--- config.mk ---
export PLATFORM = sky130hd
export DESIGN_NAME = e0_keystream_generator
export DESIGN_NICKNAME = d
export VERILOG_FILES = /design/src/rtl/core/e0_pkg.sv /design/src/rtl/core/e0_cfg_regs.sv /design/src/rtl/core/e0_core.sv /design/src/rtl/core/e0_keystream_generator.sv
export SDC_FILE = /design/constraint.sdc
export NUM_CORES = 1
export LEC_CHECK = 0
export ABC_AREA = 1
export ABC_CLOCK_PERIOD_IN_PS = 3190
export BUFFER_PORTS_ARGS = -buffer_cell sky130_fd_sc_hd__buf_2
export CORE_AREA = 2 2 154 156
export CTS_CLUSTER_SIZE = 20
export DETAILED_ROUTE_END_ITERATION = 6
export DIE_AREA = 0 0 156 158
export PLACE_DENSITY_LB_ADDON = 0.2
export REMOVE_ABC_BUFFERS = 1
export SLEW_MARGIN = 10
export SYNTH_ARGS = -nofsm -noshare
export SYNTH_HDL_FRONTEND = slang
export SYNTH_HIERARCHICAL = 1
export SYNTH_SLANG_ARGS = --single-unit
--- constraint.sdc ---
create_clock -name clk -period 3.19 [get_ports clk]
set_clock_uncertainty 0.15 [all_clocks]
set_input_delay 0.319 -clock clk [delete_from_list [all_inputs] [get_ports clk]]
set_output_delay 0.319 -clock clk [all_outputs]
set_load 0.005 [all_outputs]
--- src/rtl/core/e0_pkg.sv ---
// ----------------------------------------------------------------------------
// e0_pkg
// Shared widths, reset seeds, register indexes and types for the E0
// keystream generator.
// ----------------------------------------------------------------------------
`default_nettype none

package e0_pkg;

    // Register widths.
    localparam int unsigned LfsrAW  = 25;
    localparam int unsigned LfsrBW  = 31;
    localparam int unsigned LfsrCW  = 33;
    localparam int unsigned LfsrDW  = 39;
    localparam int unsigned CarryW  = 2;
    localparam int unsigned CfgIdxW = 3;
    localparam int unsigned CfgDataW = LfsrDW;

    // Seed values after reset.
    localparam logic [LfsrAW-1:0] LfsrASeedRst  = 25'h0FF_FFFF;
    localparam logic [LfsrBW-1:0] LfsrBSeedRst  = 31'h3FFF_FFFF;
    localparam logic [LfsrCW-1:0] LfsrCSeedRst  = 33'h0_FFFF_FFFF;
    localparam logic [LfsrDW-1:0] LfsrDSeedRst  = 39'h2A_AAAA_AAAA;
    localparam logic [CarryW-1:0] CarrySeedRst  = 2'd1;
    localparam logic [CarryW-1:0] OldCarrySeedRst = 2'd0;

    // Configuration register indexes.
    localparam logic [CfgIdxW-1:0] RegLfsrASeed    = 3'd0;
    localparam logic [CfgIdxW-1:0] RegLfsrBSeed    = 3'd1;
    localparam logic [CfgIdxW-1:0] RegLfsrCSeed    = 3'd2;
    localparam logic [CfgIdxW-1:0] RegLfsrDSeed    = 3'd3;
    localparam logic [CfgIdxW-1:0] RegCarrySeed    = 3'd4;
    localparam logic [CfgIdxW-1:0] RegOldCarrySeed = 3'd5;

    // Complete set of seeds handed from the register file to the core.
    typedef struct packed {
        logic [LfsrAW-1:0] lfsr_a;
        logic [LfsrBW-1:0] lfsr_b;
        logic [LfsrCW-1:0] lfsr_c;
        logic [LfsrDW-1:0] lfsr_d;
        logic [CarryW-1:0] carry_now;
        logic [CarryW-1:0] carry_old;
    } e0_seeds_t;

    // Feedback taps of the four registers.
    function automatic logic fb_a(input logic [LfsrAW-1:0] p);
        return p[7] ^ p[11] ^ p[19] ^ p[24];
    endfunction

    function automatic logic fb_b(input logic [LfsrBW-1:0] p);
        return p[11] ^ p[16] ^ p[23] ^ p[30];
    endfunction

    function automatic logic fb_c(input logic [LfsrCW-1:0] p);
        return p[3] ^ p[23] ^ p[27] ^ p[32];
    endfunction

    function automatic logic fb_d(input logic [LfsrDW-1:0] p);
        return p[3] ^ p[27] ^ p[35] ^ p[38];
    endfunction

endpackage

`default_nettype wire

--- src/rtl/core/e0_cfg_regs.sv ---
// ----------------------------------------------------------------------------
// e0_cfg_regs
// Seed register file, written through the plain configuration port.
// ----------------------------------------------------------------------------
`default_nettype none

module e0_cfg_regs
    import e0_pkg::*;
(
    input  wire logic                clk,
    input  wire logic                rst_n,
    input  wire logic                cfg_we,
    input  wire logic [CfgIdxW-1:0]  cfg_index,
    input  wire logic [CfgDataW-1:0] cfg_wdata,
    output e0_seeds_t                seeds
);

    e0_seeds_t seeds_reg;
    e0_seeds_t seeds_next;

    // Decode the write; indexes beyond the list leave everything unchanged.
    always_comb
    begin
        seeds_next = seeds_reg;
        if (cfg_we)
        begin
            unique case (cfg_index)
                RegLfsrASeed:    seeds_next.lfsr_a    = cfg_wdata[LfsrAW-1:0];
                RegLfsrBSeed:    seeds_next.lfsr_b    = cfg_wdata[LfsrBW-1:0];
                RegLfsrCSeed:    seeds_next.lfsr_c    = cfg_wdata[LfsrCW-1:0];
                RegLfsrDSeed:    seeds_next.lfsr_d    = cfg_wdata[LfsrDW-1:0];
                RegCarrySeed:    seeds_next.carry_now = cfg_wdata[CarryW-1:0];
                RegOldCarrySeed: seeds_next.carry_old = cfg_wdata[CarryW-1:0];
                default:         seeds_next = seeds_reg;
            endcase
        end
    end

    // Seed storage.
    always_ff @(posedge clk or negedge rst_n)
    begin
        if (!rst_n)
        begin
            seeds_reg.lfsr_a    <= LfsrASeedRst;
            seeds_reg.lfsr_b    <= LfsrBSeedRst;
            seeds_reg.lfsr_c    <= LfsrCSeedRst;
            seeds_reg.lfsr_d    <= LfsrDSeedRst;
            seeds_reg.carry_now <= CarrySeedRst;
            seeds_reg.carry_old <= OldCarrySeedRst;
        end
        else
        begin
            seeds_reg <= seeds_next;
        end
    end

    assign seeds = seeds_reg;

endmodule

`default_nettype wire

--- src/rtl/core/e0_core.sv ---
// ----------------------------------------------------------------------------
// e0_core
// Four LFSRs and the two-carry summation combiner; advances one step per
// accepted beat and returns that step's keystream bit.
// ----------------------------------------------------------------------------
`default_nettype none

module e0_core
    import e0_pkg::*;
(
    input  wire logic      clk,
    input  wire logic      rst_n,
    input  wire e0_seeds_t seeds,
    input  wire logic      step,
    input  wire logic      restart,
    output logic           key_bit
);

    e0_seeds_t state_reg;
    e0_seeds_t state_next;
    e0_seeds_t cur;
    logic      xa;
    logic      xb;
    logic      xc;
    logic      xd;
    logic [2:0]        sum;
    logic [CarryW-1:0] half;
    logic [CarryW-1:0] mixed;

    // Working state: a restart reloads from the seeds before the step.
    assign cur = restart ? seeds : state_reg;

    assign xa = cur.lfsr_a[0];
    assign xb = cur.lfsr_b[0];
    assign xc = cur.lfsr_c[0];
    assign xd = cur.lfsr_d[0];

    // Keystream bit and combiner carry update.
    always_comb
    begin
        key_bit = xa ^ xb ^ xc ^ xd ^ cur.carry_now[0];
        sum = {2'b00, xa} + {2'b00, xb} + {2'b00, xc} + {2'b00, xd}
            + {1'b0, cur.carry_now};
        half = sum[2:1];
        mixed = {cur.carry_old[1] ^ cur.carry_old[0], cur.carry_old[0]};

        state_next.carry_now = half ^ cur.carry_now ^ mixed;
        state_next.carry_old = cur.carry_now;
        state_next.lfsr_a = {cur.lfsr_a[LfsrAW-2:0], fb_a(cur.lfsr_a)};
        state_next.lfsr_b = {cur.lfsr_b[LfsrBW-2:0], fb_b(cur.lfsr_b)};
        state_next.lfsr_c = {cur.lfsr_c[LfsrCW-2:0], fb_c(cur.lfsr_c)};
        state_next.lfsr_d = {cur.lfsr_d[LfsrDW-2:0], fb_d(cur.lfsr_d)};
    end

    // Running state registers.
    always_ff @(posedge clk or negedge rst_n)
    begin
        if (!rst_n)
        begin
            state_reg.lfsr_a    <= LfsrASeedRst;
            state_reg.lfsr_b    <= LfsrBSeedRst;
            state_reg.lfsr_c    <= LfsrCSeedRst;
            state_reg.lfsr_d    <= LfsrDSeedRst;
            state_reg.carry_now <= CarrySeedRst;
            state_reg.carry_old <= OldCarrySeedRst;
        end
        else if (step)
        begin
            state_reg <= state_next;
        end
    end

endmodule

`default_nettype wire

--- src/rtl/core/e0_keystream_generator.sv ---
// ----------------------------------------------------------------------------
// e0_keystream_generator
// E0-style keystream generator: one keystream bit per input beat, also
// XORed onto the data bit.
//
//   Channel   Handshake              Payload
//   input     in_valid / in_ready    data_in, restart
//   output    out_valid / out_ready  key_bit, data_out
//   config    cfg_we                 cfg_index, cfg_wdata
//
// An input beat is processed in the cycle it is accepted and its result
// sits in the output register from the next cycle on: one beat per clock
// when not stalled; the only stall is a full output register not being taken.
// Reset loads the LFSRs and carries with the reset seeds; seed writes take
// effect at the next beat that has restart set.
// ----------------------------------------------------------------------------
`default_nettype none

module e0_keystream_generator
    import e0_pkg::*;
(
    input  wire logic                clk,
    input  wire logic                rst_n,
    input  wire logic                in_valid,
    output logic                     in_ready,
    input  wire logic                data_in,
    input  wire logic                restart,
    output logic                     out_valid,
    input  wire logic                out_ready,
    output logic                     key_bit,
    output logic                     data_out,
    input  wire logic                cfg_we,
    input  wire logic [CfgIdxW-1:0]  cfg_index,
    input  wire logic [CfgDataW-1:0] cfg_wdata
);

    e0_seeds_t seeds;
    logic      step;
    logic      z;
    logic      out_valid_reg;
    logic      key_bit_reg;
    logic      data_out_reg;

    e0_cfg_regs u_cfg (
        .clk       (clk),
        .rst_n     (rst_n),
        .cfg_we    (cfg_we),
        .cfg_index (cfg_index),
        .cfg_wdata (cfg_wdata),
        .seeds     (seeds)
    );

    // Accept whenever the output register is empty or being drained.
    assign in_ready = !out_valid_reg || out_ready;
    assign step     = in_valid && in_ready;

    e0_core u_core (
        .clk     (clk),
        .rst_n   (rst_n),
        .seeds   (seeds),
        .step    (step),
        .restart (restart),
        .key_bit (z)
    );

    // Output valid flag.
    always_ff @(posedge clk or negedge rst_n)
    begin
        if (!rst_n)
        begin
            out_valid_reg <= 1'b0;
        end
        else if (in_ready)
        begin
            out_valid_reg <= in_valid;
        end
    end

    // Output payload.
    always_ff @(posedge clk)
    begin
        if (step)
        begin
            key_bit_reg  <= z;
            data_out_reg <= data_in ^ z;
        end
    end

    assign out_valid = out_valid_reg;
    assign key_bit   = key_bit_reg;
    assign data_out  = data_out_reg;

endmodule

`default_nettype wire
==> metrics.yaml <==
grt:
  antenna_found_initial: 0
  grt_start_max_net_pins: 199
  first_global_vias: 9835
  global_route.overflow_total: 0
  grt_pass1_wl_mm: 49.5
  grt_usage_pct: 24.7
power_and_ir_drop:
  total_power_mw: 9.59
  combPwrFrac_pct: 16.3
  clkPwrFrac_pct: 34.8
  p_leak_nw: 6.70
  p_int_mw: 6.97
  p_switching_mw: 2.62
  cellPowerDensity_nw_per_um2: 674
  pwr-share-seq_pct: 48.8
  vdd_drop_max_mv: 0.478
  swShare_pct: 27.3
sta:
  hold_slack_ns: 0.0467
  setup_slack_ns: 0.402
  worst_pin_slew_ns: 0.926
  fmax_mhz: 359
  hold_violations: 0
  grt_setup_unrepaired: "false"
  setup-tns-final_ns: 0
  final-setup-viol-count: 0
  slew_headroom_pct: 38.3
  finalMaxSlewViolations: 0
  fin_crit_ns: 2.79
  period_share_pct: 87.4
floorplanning:
  die-area_um2: 24600
  core_area_um2: 23100
  io_pins: 53
  start_util_pct: 54.0
  die_h_um: 158
  rows: 56
  dieWidth_um: 156
logic_synthesis:
  yosysWarnings: 6
  synth_seq_cells: 267
  ys_seq_area_share_pct: 55.9
  synthCells: 1505
  syn_area_um2: 12400
  yosys.cell_types.count: 24
  avgSynthCellArea_um2: 8.27
critical_path:
  critPathMaxFanout: 3
  path_cells: "nand2_1 -> nand2_1 -> fa_1 -> ha_1 -> a21oi_1 -> fa_1 -> or2_1 -> nand2_1 -> nand2_1 -> nand3_1 -> nand2_1"
  setup.worst_path.start_class: "flip-flop"
  cp_num_buf_inv: 0
  critPathKind: "reg -> reg"
  required_ns: 3.52
  crit_cells: 11
  critPathTopFamily: "adder cells"
  slowest_delay_ns: 0.54
  crit_top_cell: "nand2_1"
  cp.arrival_ns: 3.12
  ff2ff_path_depth: 11
  cpMaxStageDelayCell: "dfstp_2"
  end_kind: "flip-flop"
min_path:
  hp-class: "in -> reg"
  min_path_cells: 6
clock_network:
  cts-buffers-inserted: 29
  cts.sinks: 267
  htreeDepth: 1
  cts_resized: 0
  cts.clk_slew.worst_paths_ns: 0.06
  cts_root_buf: "clkbuf_16"
  clock_latency_ns: 0.54
  cts_tree: "yes"
  clk_path_buf_depth: 3
cells_and_area:
  postLayoutCellArea_um2: 14200
  antenna_cells: 0
  area_delta_synth_final_pct: 14.3
  post-route-util_pct: 61.7
  fin_nets: 1611
  final_common_cell: "nand2_1"
  stdcell_count: 1872
  mostFrequentLayoutCells: "nand2_1 (501), dfstp_2 (212), o21ai_0 (168), inv_1 (150), nand3_1 (104)"
  drive_gt1_share_pct: 21.8
job:
  cap_violations: 0
drt:
  vias_per_cell: 5.33
  drc: 0
  first_iter_violations: 695
  firstDrtPassIters: 5
  wl_per_cell_um: 15.7
  dr_total_vias: 9973
  wl_mm: 29.4
  drt.antenna.violating_nets: 0
placed_design:
  place_congestion: 0.807
  io_buffer_count: 52
  dp.cells: 1772
  pre_cts_ws_ns: 0.233
  dp_hpwl_mm: 16.4
  placed_area_um2: 12800
run_status:
  outcome: "finished clean"
final cells by class:
cell class	instances	area, µm²
clock buffer	47	873
clock inverter	7	88.8
fill	2033	8820
inverter	155	589
multi-input combinational	986	4370
sequential	267	6960
tap	290	363
timing repair buffer	120	983
worst reg2reg max path, cell delays in order, from the launching register on:
cell	delay, ns
dfstp_2	0.54
nand2_1	0.05
nand2_1	0.11
fa_1	0.43
ha_1	0.29
a21oi_1	0.24
fa_1	0.44
or2_1	0.25
nand2_1	0.06
nand2_1	0.05
nand3_1	0.07
nand2_1	0.06
per-layer routing:
metal,vias to the layer above,GRT usage (%),routed length (µm)
li1,4908,-,-
met1,4771,35.1,13800
met2,264,41.2,13600
met3,30,2.87,1590
met4,0,5.20,375
met5,-,0,0
cell families after synthesis:
family          synth area share (%)
fa+ha+maj                      0.422
simple gates                    20.5
buf+inv                         9.22
flops                           55.9
compound gates                  13.9
path summary, 6_finish.rpt:
check	startpoint	to	slack, ns
max	u_cfg/seeds[76]	u_core/state_reg[2]	0.40
min	cfg_index[1]	u_cfg/seeds[0]	0.05
max reg2reg	u_cfg/seeds[76]	u_core/state_reg[2]	0.40
min reg2reg	u_cfg/seeds[57]	u_cfg/seeds[57]	0.31
max in group asynchronous	rst_n	u_cfg/seeds[35]	1.74
min in group asynchronous	rst_n	u_core/state_reg[22]	0.26
repair_timing:
item / in CTS / in global routing
hold buffers: 46 / 0
setup buffers: 0 / 0
hold endpoints to repair: 154 / 0
power groups by stage:
stage	logic, mW	registers [mW]	clock network (mW)
after floorplan	1.06	4.65	0
after global placement	1.46	4.71	0
after detailed placement	1.51	4.72	0
after CTS	1.57	4.68	3.42
after global routing	1.83	4.76	3.56
final	1.57	4.68	3.34
Yosys cell counts (all sizes together):
master / n / share of area [%]
fa: 2 / 0.32
nand2: 504 / 15
a21oi: 94 / 3.8
dfrtp: 53 / 11
o21ai: 232 / 9.4
nand3: 104 / 4.2
nor2: 32 / 1.0
clkbuf: 31 / 0.94
buf: 66 / 3.6
inv: 155 / 4.7
ha: 1 / 0.10
o22ai: 16 / 0.80
or2: 1 / 0.050
edfxtp: 2 / 0.48
dfstp: 212 / 45
Note: power is estimated with default switching activity, not from simulation.
